File: src/rtl/fpba_pkg.sv
`timescale 1ns / 1ps
// ----------------------------------------------------------------------------
// fpba_pkg
// shared types and codes of the fit-policy block allocator
// ----------------------------------------------------------------------------
package fpba_pkg;

  localparam int SIZE_W = 21;
  localparam int OFFS_W = 24;

  typedef enum logic [1:0] {
    POL_FIRST = 2'd0,
    POL_BEST  = 2'd1,
    POL_WORST = 2'd2,
    POL_NEXT  = 2'd3
  } policy_t;

  typedef enum logic [1:0] {
    STAT_OK      = 2'd0,
    STAT_ZERO    = 2'd1,
    STAT_NO_ROOM = 2'd2,
    STAT_BAD_REL = 2'd3
  } status_t;

  typedef enum logic {
    MODE_ALLOC   = 1'b0,
    MODE_RELEASE = 1'b1
  } mode_t;

  typedef enum logic {
    REG_FIT_POLICY = 1'b0,
    REG_HEAP_LIMIT = 1'b1
  } reg_idx_t;

  typedef enum logic [1:0] {
    ST_IDLE,
    ST_SCAN,
    ST_RESOLVE,
    ST_REL_CHK
  } state_t;

  // one table entry
  typedef struct packed {
    logic [SIZE_W-1:0] size;
    logic              free;
    logic [OFFS_W-1:0] base;
  } entry_t;

  // verdict of the shared fit compare unit
  typedef struct packed {
    logic              fits;
    logic              better;
    logic [SIZE_W-1:0] excess;
  } verdict_t;

endpackage

File: src/rtl/fpba_fit_unit.sv
`timescale 1ns / 1ps
// ----------------------------------------------------------------------------
// fpba_fit_unit
// shared subtract and compare unit: does an entry fit, and does it beat the
// current best candidate under the best or worst fit rule
// ----------------------------------------------------------------------------
module fpba_fit_unit
  import fpba_pkg::*;
(
  input  entry_t            ent,
  input  logic [SIZE_W-1:0] need,
  input  policy_t           pol,
  input  logic              best_v,
  input  logic [SIZE_W-1:0] best_exc,
  output verdict_t          verdict
);

  logic [SIZE_W:0] diff;
  logic            cmp;

  assign diff = {1'b0, ent.size} - {1'b0, need};

  always_comb begin
    case (pol)
      POL_BEST:  cmp = diff[SIZE_W-1:0] < best_exc;
      POL_WORST: cmp = diff[SIZE_W-1:0] > best_exc;
      default:   cmp = 1'b0;
    endcase
    verdict.fits   = ent.free && !diff[SIZE_W];
    verdict.better = verdict.fits && (!best_v || cmp);
    verdict.excess = diff[SIZE_W-1:0];
  end

endmodule

File: src/rtl/fit_policy_block_allocator.sv
`timescale 1ns / 1ps
// ----------------------------------------------------------------------------
// fit_policy_block_allocator
// block-table heap allocator with first, best, worst and next fit search
// ----------------------------------------------------------------------------
// A command is taken when start is high and busy is low; exactly one result
// beat follows, shown for one cycle with out_valid, and it cannot be held
// off. A zero-size allocate answers in the next cycle, a release after the
// release check step. An allocate walks the block table one entry per cycle
// through the single read port of the table memory; first and next fit stop
// at the first hit, best and worst fit walk every entry. Next fit with a
// valid rover may walk the table twice. The table needs no clearing pass
// after reset: only entries below the block count are ever used.
// Registers: fit_policy at byte 0, heap_limit at byte 4; the user must
// write them only while the block is idle, which the block does not enforce.
// ----------------------------------------------------------------------------
module fit_policy_block_allocator
  import fpba_pkg::*;
#(
  parameter int MAX_BLOCKS   = 64,
  parameter int HEADER_BYTES = 32
) (
  input  logic        clk,
  input  logic        rst_n,
  // command channel
  input  logic        start,
  output logic        busy,
  input  logic        in_mode,
  input  logic [19:0] in_request_size,
  input  logic [5:0]  in_release_index,
  // result channel
  output logic        out_valid,
  output logic [1:0]  out_status,
  output logic        out_grown,
  output logic [5:0]  out_block_index,
  output logic [23:0] out_data_offset,
  // register port
  input  logic        psel,
  input  logic        penable,
  input  logic        pwrite,
  input  logic [2:0]  paddr,
  input  logic [31:0] pwdata,
  output logic [31:0] prdata,
  output logic        pready
);

  localparam int IDX_W = $clog2(MAX_BLOCKS);
  localparam int CNT_W = $clog2(MAX_BLOCKS + 1);
  localparam int CMP_W = (CNT_W > 6) ? CNT_W : 6;
  localparam int END_W = OFFS_W + 2;

  // configuration registers
  policy_t           fit_policy_r;
  logic [OFFS_W-1:0] heap_limit_r;

  // sequencer and allocator state
  state_t            state_r, state_nxt;
  logic [CNT_W-1:0]  count_r, count_nxt;
  logic [OFFS_W-1:0] heap_top_r, heap_top_nxt;
  logic [IDX_W-1:0]  rover_r, rover_nxt;
  logic              rover_v_r, rover_v_nxt;

  // per-command working registers
  policy_t           pol_r, pol_nxt;
  logic [SIZE_W-1:0] need_r, need_nxt;
  logic [5:0]        rel_r, rel_nxt;
  logic [CNT_W-1:0]  scan_i_r, scan_i_nxt;
  logic              phase1_r, phase1_nxt;
  logic              pend_v_r, pend_v_nxt;
  logic [IDX_W-1:0]  pend_idx_r, pend_idx_nxt;
  logic              found_r, found_nxt;
  logic [IDX_W-1:0]  pick_idx_r, pick_idx_nxt;
  entry_t            pick_ent_r, pick_ent_nxt;
  logic [SIZE_W-1:0] best_exc_r, best_exc_nxt;

  // result beat
  logic              out_valid_r, out_valid_nxt;
  status_t           status_r, status_nxt;
  logic              grown_r, grown_nxt;
  logic [5:0]        idx_r, idx_nxt;
  logic [OFFS_W-1:0] offs_r, offs_nxt;

  // table memory
  entry_t            blk_mem_r [MAX_BLOCKS];
  entry_t            mem_q_r;
  logic [IDX_W-1:0]  rd_addr;
  logic              mem_we;
  logic [IDX_W-1:0]  mem_wa;
  entry_t            mem_wd;

  verdict_t          verdict;
  logic              accept;
  logic              issue;
  logic [END_W-1:0]  grow_end;
  logic              cfg_wr;

  assign accept = start && (state_r == ST_IDLE);
  assign busy   = (state_r != ST_IDLE);

  // ---------------- register port ----------------
  assign pready = 1'b1;
  assign cfg_wr = psel && penable && pwrite;

  always_comb begin
    case (reg_idx_t'(paddr[2]))
      REG_FIT_POLICY: prdata = {30'd0, fit_policy_r};
      REG_HEAP_LIMIT: prdata = {8'd0, heap_limit_r};
      default:        prdata = 32'd0;
    endcase
  end

  always_ff @(posedge clk) begin
    if (!rst_n) begin
      fit_policy_r <= POL_FIRST;
      heap_limit_r <= {OFFS_W{1'b1}};
    end else if (cfg_wr) begin
      case (reg_idx_t'(paddr[2]))
        REG_FIT_POLICY: fit_policy_r <= policy_t'(pwdata[1:0]);
        REG_HEAP_LIMIT: heap_limit_r <= pwdata[OFFS_W-1:0];
        default: ;
      endcase
    end
  end

  // ---------------- table memory ----------------
  always_ff @(posedge clk) begin
    if (mem_we) begin
      blk_mem_r[mem_wa] <= mem_wd;
    end
    mem_q_r <= blk_mem_r[rd_addr];
  end

  // read address: release index while idle, scan pointer otherwise
  assign rd_addr = (state_r == ST_IDLE) ? IDX_W'(in_release_index)
                                        : scan_i_r[IDX_W-1:0];

  // shared compare unit works on the entry that just came out of memory
  fpba_fit_unit u_fit (
    .ent      (mem_q_r),
    .need     (need_r),
    .pol      (pol_r),
    .best_v   (found_r),
    .best_exc (best_exc_r),
    .verdict  (verdict)
  );

  assign issue    = scan_i_r < count_r;
  assign grow_end = END_W'(heap_top_r) + END_W'(HEADER_BYTES) + END_W'(need_r);

  // ---------------- sequencer ----------------
  always_comb begin
    state_nxt     = state_r;
    count_nxt     = count_r;
    heap_top_nxt  = heap_top_r;
    rover_nxt     = rover_r;
    rover_v_nxt   = rover_v_r;
    pol_nxt       = pol_r;
    need_nxt      = need_r;
    rel_nxt       = rel_r;
    scan_i_nxt    = scan_i_r;
    phase1_nxt    = phase1_r;
    pend_v_nxt    = 1'b0;
    pend_idx_nxt  = pend_idx_r;
    found_nxt     = found_r;
    pick_idx_nxt  = pick_idx_r;
    pick_ent_nxt  = pick_ent_r;
    best_exc_nxt  = best_exc_r;
    out_valid_nxt = 1'b0;
    status_nxt    = status_r;
    grown_nxt     = grown_r;
    idx_nxt       = idx_r;
    offs_nxt      = offs_r;
    mem_we        = 1'b0;
    mem_wa        = pick_idx_r;
    mem_wd        = pick_ent_r;

    case (state_r)
      ST_IDLE: begin
        if (accept) begin
          pol_nxt   = fit_policy_r;
          rel_nxt   = in_release_index;
          need_nxt  = (SIZE_W'(in_request_size) + SIZE_W'(3)) & ~SIZE_W'(3);
          found_nxt = 1'b0;
          if (mode_t'(in_mode) == MODE_RELEASE) begin
            // read was issued this cycle at the release index
            state_nxt = ST_REL_CHK;
          end else if (in_request_size == 20'd0) begin
            out_valid_nxt = 1'b1;
            status_nxt    = STAT_ZERO;
            grown_nxt     = 1'b0;
            idx_nxt       = 6'd0;
            offs_nxt      = '0;
          end else begin
            state_nxt = ST_SCAN;
            // next fit starts at a rover that is still inside the table
            if (fit_policy_r == POL_NEXT && rover_v_r &&
                CNT_W'(rover_r) < count_r) begin
              phase1_nxt = 1'b1;
              scan_i_nxt = CNT_W'(rover_r);
            end else begin
              phase1_nxt = 1'b0;
              scan_i_nxt = '0;
            end
          end
        end
      end

      ST_SCAN: begin
        // one read issued per cycle, checked in the next cycle
        pend_v_nxt   = issue;
        pend_idx_nxt = scan_i_r[IDX_W-1:0];
        if (issue) begin
          scan_i_nxt = scan_i_r + CNT_W'(1);
        end
        if (pend_v_r && verdict.fits &&
            (pol_r == POL_FIRST || pol_r == POL_NEXT)) begin
          found_nxt    = 1'b1;
          pick_idx_nxt = pend_idx_r;
          pick_ent_nxt = mem_q_r;
          pend_v_nxt   = 1'b0;
          state_nxt    = ST_RESOLVE;
        end else begin
          if (pend_v_r && verdict.better &&
              (pol_r == POL_BEST || pol_r == POL_WORST)) begin
            found_nxt    = 1'b1;
            pick_idx_nxt = pend_idx_r;
            pick_ent_nxt = mem_q_r;
            best_exc_nxt = verdict.excess;
          end
          if (!issue && !pend_v_r) begin
            if (phase1_r) begin
              // wrap around for the second pass from the head
              phase1_nxt = 1'b0;
              scan_i_nxt = '0;
            end else begin
              state_nxt = ST_RESOLVE;
            end
          end
        end
      end

      ST_RESOLVE: begin
        state_nxt     = ST_IDLE;
        out_valid_nxt = 1'b1;
        if (found_r) begin
          mem_we        = 1'b1;
          mem_wa        = pick_idx_r;
          mem_wd        = pick_ent_r;
          mem_wd.free   = 1'b0;
          status_nxt    = STAT_OK;
          grown_nxt     = 1'b0;
          idx_nxt       = 6'(pick_idx_r);
          offs_nxt      = pick_ent_r.base + OFFS_W'(HEADER_BYTES);
          if (pol_r == POL_NEXT) begin
            rover_nxt   = pick_idx_r;
            rover_v_nxt = 1'b1;
          end
        end else begin
          if (pol_r == POL_NEXT) begin
            rover_nxt   = '0;
            rover_v_nxt = 1'b0;
          end
          if (count_r >= CNT_W'(MAX_BLOCKS) ||
              grow_end > END_W'(heap_limit_r)) begin
            status_nxt = STAT_NO_ROOM;
            grown_nxt  = 1'b0;
            idx_nxt    = 6'd0;
            offs_nxt   = '0;
          end else begin
            // append a new block at the heap top
            mem_we       = 1'b1;
            mem_wa       = count_r[IDX_W-1:0];
            mem_wd.size  = need_r;
            mem_wd.free  = 1'b0;
            mem_wd.base  = heap_top_r;
            status_nxt   = STAT_OK;
            grown_nxt    = 1'b1;
            idx_nxt      = 6'(count_r);
            offs_nxt     = heap_top_r + OFFS_W'(HEADER_BYTES);
            heap_top_nxt = grow_end[OFFS_W-1:0];
            count_nxt    = count_r + CNT_W'(1);
          end
        end
      end

      ST_REL_CHK: begin
        state_nxt     = ST_IDLE;
        out_valid_nxt = 1'b1;
        grown_nxt     = 1'b0;
        if (CMP_W'(rel_r) >= CMP_W'(count_r) || mem_q_r.free) begin
          status_nxt = STAT_BAD_REL;
          idx_nxt    = 6'd0;
          offs_nxt   = '0;
        end else begin
          mem_we      = 1'b1;
          mem_wa      = IDX_W'(rel_r);
          mem_wd      = mem_q_r;
          mem_wd.free = 1'b1;
          status_nxt  = STAT_OK;
          idx_nxt     = rel_r;
          offs_nxt    = mem_q_r.base + OFFS_W'(HEADER_BYTES);
        end
      end

      default: begin
        state_nxt = ST_IDLE;
      end
    endcase
  end

  // control state
  always_ff @(posedge clk) begin
    if (!rst_n) begin
      state_r     <= ST_IDLE;
      count_r     <= '0;
      heap_top_r  <= '0;
      rover_r     <= '0;
      rover_v_r   <= 1'b0;
      pend_v_r    <= 1'b0;
      found_r     <= 1'b0;
      phase1_r    <= 1'b0;
      out_valid_r <= 1'b0;
    end else begin
      state_r     <= state_nxt;
      count_r     <= count_nxt;
      heap_top_r  <= heap_top_nxt;
      rover_r     <= rover_nxt;
      rover_v_r   <= rover_v_nxt;
      pend_v_r    <= pend_v_nxt;
      found_r     <= found_nxt;
      phase1_r    <= phase1_nxt;
      out_valid_r <= out_valid_nxt;
    end
  end

  // payload registers
  always_ff @(posedge clk) begin
    pol_r      <= pol_nxt;
    need_r     <= need_nxt;
    rel_r      <= rel_nxt;
    scan_i_r   <= scan_i_nxt;
    pend_idx_r <= pend_idx_nxt;
    pick_idx_r <= pick_idx_nxt;
    pick_ent_r <= pick_ent_nxt;
    best_exc_r <= best_exc_nxt;
    status_r   <= status_nxt;
    grown_r    <= grown_nxt;
    idx_r      <= idx_nxt;
    offs_r     <= offs_nxt;
  end

  assign out_valid       = out_valid_r;
  assign out_status      = status_r;
  assign out_grown       = grown_r;
  assign out_block_index = idx_r;
  assign out_data_offset = offs_r;

  // ---------------- assertions ----------------
  // a result beat only follows a resolve, a release check or a zero size
  a_beat_source: assert property (@(posedge clk) disable iff (!rst_n)
    out_valid |-> $past(state_r == ST_RESOLVE || state_r == ST_REL_CHK ||
                        (state_r == ST_IDLE && start)))
    else $error("result beat without a finishing step");

  // a grown block bumps the block count by one and reports ok
  a_grow_count: assert property (@(posedge clk) disable iff (!rst_n)
    (out_valid && out_grown) |->
      (count_r == $past(count_r) + CNT_W'(1) && status_r == STAT_OK))
    else $error("grown beat without a table append");

  // the block count never passes the table depth
  a_count_max: assert property (@(posedge clk) disable iff (!rst_n)
    count_r <= CNT_W'(MAX_BLOCKS))
    else $error("block count beyond table depth");

  // no read is outstanding once the sequencer is back at idle
  a_scan_drain: assert property (@(posedge clk) disable iff (!rst_n)
    (state_r == ST_IDLE) |-> !pend_v_r)
    else $error("scan read left outstanding at idle");

endmodule
File: config.mk
export PLATFORM = sky130hd
export DESIGN_NAME = fit_policy_block_allocator
export DESIGN_NICKNAME = d
export VERILOG_FILES = /design/src/rtl/fpba_pkg.sv /design/src/rtl/fpba_fit_unit.sv /design/src/rtl/fit_policy_block_allocator.sv
export SDC_FILE = /design/constraint.sdc
export NUM_CORES = 2
export LEC_CHECK = 0
export ABC_AREA = 1
export BUFFER_PORTS_ARGS = -buffer_cell sky130_fd_sc_hd__buf_2
export CORE_MARGIN = 2
export CORE_UTILIZATION = 45
export DETAILED_ROUTE_END_ITERATION = 8
export HOLD_SLACK_MARGIN = 0.05
export PLACE_DENSITY = 0.68
export SKIP_LAST_GASP = 1
export SYNTH_ARGS = -nofsm -noshare
export SYNTH_HDL_FRONTEND = slang
export SYNTH_SLANG_ARGS = --single-unit
File: constraint.sdc
create_clock -name clk -period 9.5 [get_ports clk]
set_input_delay 1.425 -clock clk [delete_from_list [all_inputs] [get_ports clk]]
set_output_delay 1.425 -clock clk [all_outputs]
set_load 0.01 [all_outputs]
==> results.md <==
* Failing checks: design-rule violations
* Initial Utilization at between 40% and 50%
* Gate count after technology mapping at approximately 10000
* Final slew viol count at 0
* Clock insertion delay at the later pin of the skew report at 0.97 ns
* Fin crit share at roughly four fifths
* Run status: finished with violations
* Top cell type by total area after synthesis: sky130_fd_sc_hd__edfxtp_1
* Layout overhead on the synthesized area at 12.3%
* Worst hold path type: reg -> reg
* Worst EP required at ~10 ns
* Unrepaired setup endpoints after global routing: false
* Maximum vdd ir drop at about 360 uV
* Share of layout cells above drive strength 1 at under 10%
* Maximum buffer depth of the clock tree at 4
* GRT Total Usage at between 20% and 30%
* Multi-input combinational cell area at about 0.032 mm^2
* Filler cell count at around 23000
* Clock-pin slew of the registers on the worst-case setup and hold paths at 0.06 ns
* Critical Path Slowest Stage Cell: sky130_fd_sc_hd__nor2_4
* Number of global-route vias before repair at about 83000
* Global-route congestion overflow total at 0
* Sum of buffers and inverters on the critical path at 4
* Largest stage delay on the critical path at around 1.1 ns
* Top library cells by usage in the layout, fill and taps aside: sky130_fd_sc_hd__edfxtp_1, sky130_fd_sc_hd__nor2_1, sky130_fd_sc_hd__o21ai_0, sky130_fd_sc_hd__o22ai_1, sky130_fd_sc_hd__nand2_1
* Synthesis-stage register bit count at around 3200
* Final worst clock skew at a little under 0.07 ns
* Clock period minus final worst setup slack at slightly below 8 ns
* TNS Setup at 0 ns
* Avg Vias per Cell at around 6.2
* Distinct cell type count after synthesis at slightly above 60
* Number of nets with antenna violations after detailed routing at 0
* Cell family with the largest share of critical-path delay: simple AND/OR/NAND/NOR gates
* Slew at the pin closest to its max-slew limit at approximately 1.3 ns
* 1st-pass router iterations at 9
* Wire length on met1 at between 100000 and 150000 um
* Final hold violation count at 0
* Relative slew margins at approximately 15%
* Area share of the largest cell type after synthesis at around 72%
* Die extent in y at 541 um
* Number of max-capacitance violations reported at 0
* Endpoint kind of the worst setup timing path: register
* Post-synthesis cell area at 0.130 mm^2
* Maximum net fanout on the critical path at 22
* Pin count of the biggest net entering global routing at about 210
* Seq. cell area at 0.0951 mm^2
* Antenna violations before repair at 14
* Mean area per synthesized cell at about 13 um^2
* Final net count at slightly above 10000
* # hold bufs at CTS at 0
* Uppermost layer routed: met5
* Setup violators final at 0
* Share of synthesized area occupied by flip-flops and latches at 73.4%
* Setup crit start kind: register
* Upper clock frequency limit at roughly 130 MHz
* Clock Sink Count at 3204
* Number of ports placed on the die boundary at approximately 140
* Design area at between 0.1 and 0.15 mm^2
* Gpl congestion at ~0.9
* DP Area at between 0.1 and 0.15 mm^2
* CP Class: reg -> reg
* Most area-consuming cells after synthesis: sky130_fd_sc_hd__edfxtp_1, sky130_fd_sc_hd__o21ai_0, sky130_fd_sc_hd__nor2_1, sky130_fd_sc_hd__o22ai_1, sky130_fd_sc_hd__dfxtp_1
* Most common library cell in the layout ignoring fill and taps: sky130_fd_sc_hd__edfxtp_1
* IO Port Bufs at 116
* Area of the die at 0.292 mm^2
* Number of vias in the routed layout at ~87000
* Final HPWL DP at approximately 210000 um
* Clock tree from TritonCTS: built
* Met3 WL post-DR at 44000 um
* CTS resizes at 0
* Global-route wire length before repair at 544000 um
* Power Density at around 320 mW/mm^2
* Total detailed-routing wirelength at 373000 um
* Arrival time at the worst endpoint at just over 8 ns
* Number of rows in the core area at just under 200
* Residual DRC count at 2
* Floorplan die width at approximately 540 um
* Clock tree root buffer cell: sky130_fd_sc_hd__clkbuf_16
* Core ar. at 0.286 mm^2
* P_leak at approximately 47 nW
* Iter 0 DRT Violations at between 10000 and 15000
* Post-CTS repair timing setup buffer count at 0
* Detailed route wirelength on metal2 at ~170000 um
* Warnings from Yosys at 0
* H-tree depth at 5
* Average routed wire per standard cell at between 20 and 30 um
* Inserted Clock Buffers at 339
kinds of logic (layout without fill, tap and decap cells):
kind of cell             Yosys count  in the layout  share of synthesized area [%]
flip-flops                      3204           3204                           73.4
AO/OA/AOI/OAI                   3130           3130                           13.6
AND/OR/NAND/NOR                 2680           2680                           8.32
buffers and inverters            967           1199                           3.00
adder cells (fa/ha/maj)          128            128                           1.25
XOR/XNOR                          68             68                          0.460
other                              2             12                        0.00580
power by group:
| group | switching (mW) | internal, mW | leakage (nW) |
|---|---|---|---|
| sequential | 0.322 | 16.9 | 28.8 |
| clock | 5.30 | 7.30 | 5.10 |
| combinational | 12.6 | 3.99 | 13.3 |
Yosys cell counts, drive strengths merged:
library cell and count:
a311oi 2, nand3 180, a21oi 157, nand4 32, a221o 1, o21bai 9, nand2 406, ha 126
dfxtp 114, nor4 13, o221ai 194, o211a 1, a22oi 1, o311ai 3, or2 3, o22ai 736
edfxtp 3090, a311o 1, a211oi 7, conb 2, a21o 4, clkinv 2, o21a 4, a22o 1
nor3 29, o31ai 3, fa 2, inv 273, o211ai 35, a31oi 13, nand3b 7, clkbuf 516
xnor2 18, a41oi 14, xor2 50, and2 1, nor3b 2, o21ai 1942, nor2 2004, and3 3
a221oi 2, buf 176
worst paths after layout:
check | start | endpoint | slack (ns) | depth (start not counted)
worst min register to register | pend_idx_r[2]$_DFFE_PP_ | pick_idx_r[2]$_DFFE_PP_ | 0.42 | 0
worst max-delay path | need_r[3]$_DFFE_PP_ | blk_mem_r[17][31]$_DFFE_PP_ | 1.79 | 28
worst max register to register | need_r[3]$_DFFE_PP_ | blk_mem_r[17][31]$_DFFE_PP_ | 1.79 | 28
worst min-delay path | pend_idx_r[2]$_DFFE_PP_ | pick_idx_r[2]$_DFFE_PP_ | 0.42 | 0
final cells by class:
class	count	area share (%)
diodes	3	0.00516
flip-flops and latches	3204	65.3
clock inverters	168	0.948
repair buffers	329	1.75
inverters	275	0.733
well taps	3762	3.23
multi-input cells	6015	21.8
clock buffers	427	6.21
state kept, by name, summed over array words and instances, names as in the netlist, 2 cells and up:
register	count
rover_r	6
scan_i_r	7
pol_r	2
out_data_offset	24
out_status	2
heap_top_r	22
pend_idx_r	6
count_r	7
blk_mem_r	2944
best_exc_r	21
pick_ent_r	46
need_r	19
pick_idx_r	6
heap_limit_r	24
out_block_index	6
rel_r	6
state_r	2
fit_policy_r	2
mem_q_r	46
through the flow:
stage | cells | hold WS [ns] | power (mW) | setup slack (ns) | utilization, %
final | 14200 | 0.424 | 46.4 | 1.79 | 50.9
after global routing | 14200 | 0.428 | 48.3 | 1.43 | 50.9
after CTS | 14200 | 0.426 | 46.1 | 1.89 | 50.9
after detailed placement | 13600 | 0.409 | 33.6 | 2.01 | 47.3
after global placement | 13600 | 0.404 | 33.2 | 2.03 | 47.3
after floorplan | 10200 | 0.400 | 27.3 | 2.71 | -
routing by layer:
| layer | global-route usage (%) | vias to the layer above |
|---|---|---|
| met3 | 5.26 | 842 |
| li1 | - | 37900 |
| met2 | 38.5 | 5375 |
| met4 | 9.79 | 8 |
| met5 | 0 | - |
| met1 | 34.2 | 43300 |
No activity file was read; power rests on OpenSTA's default activity.
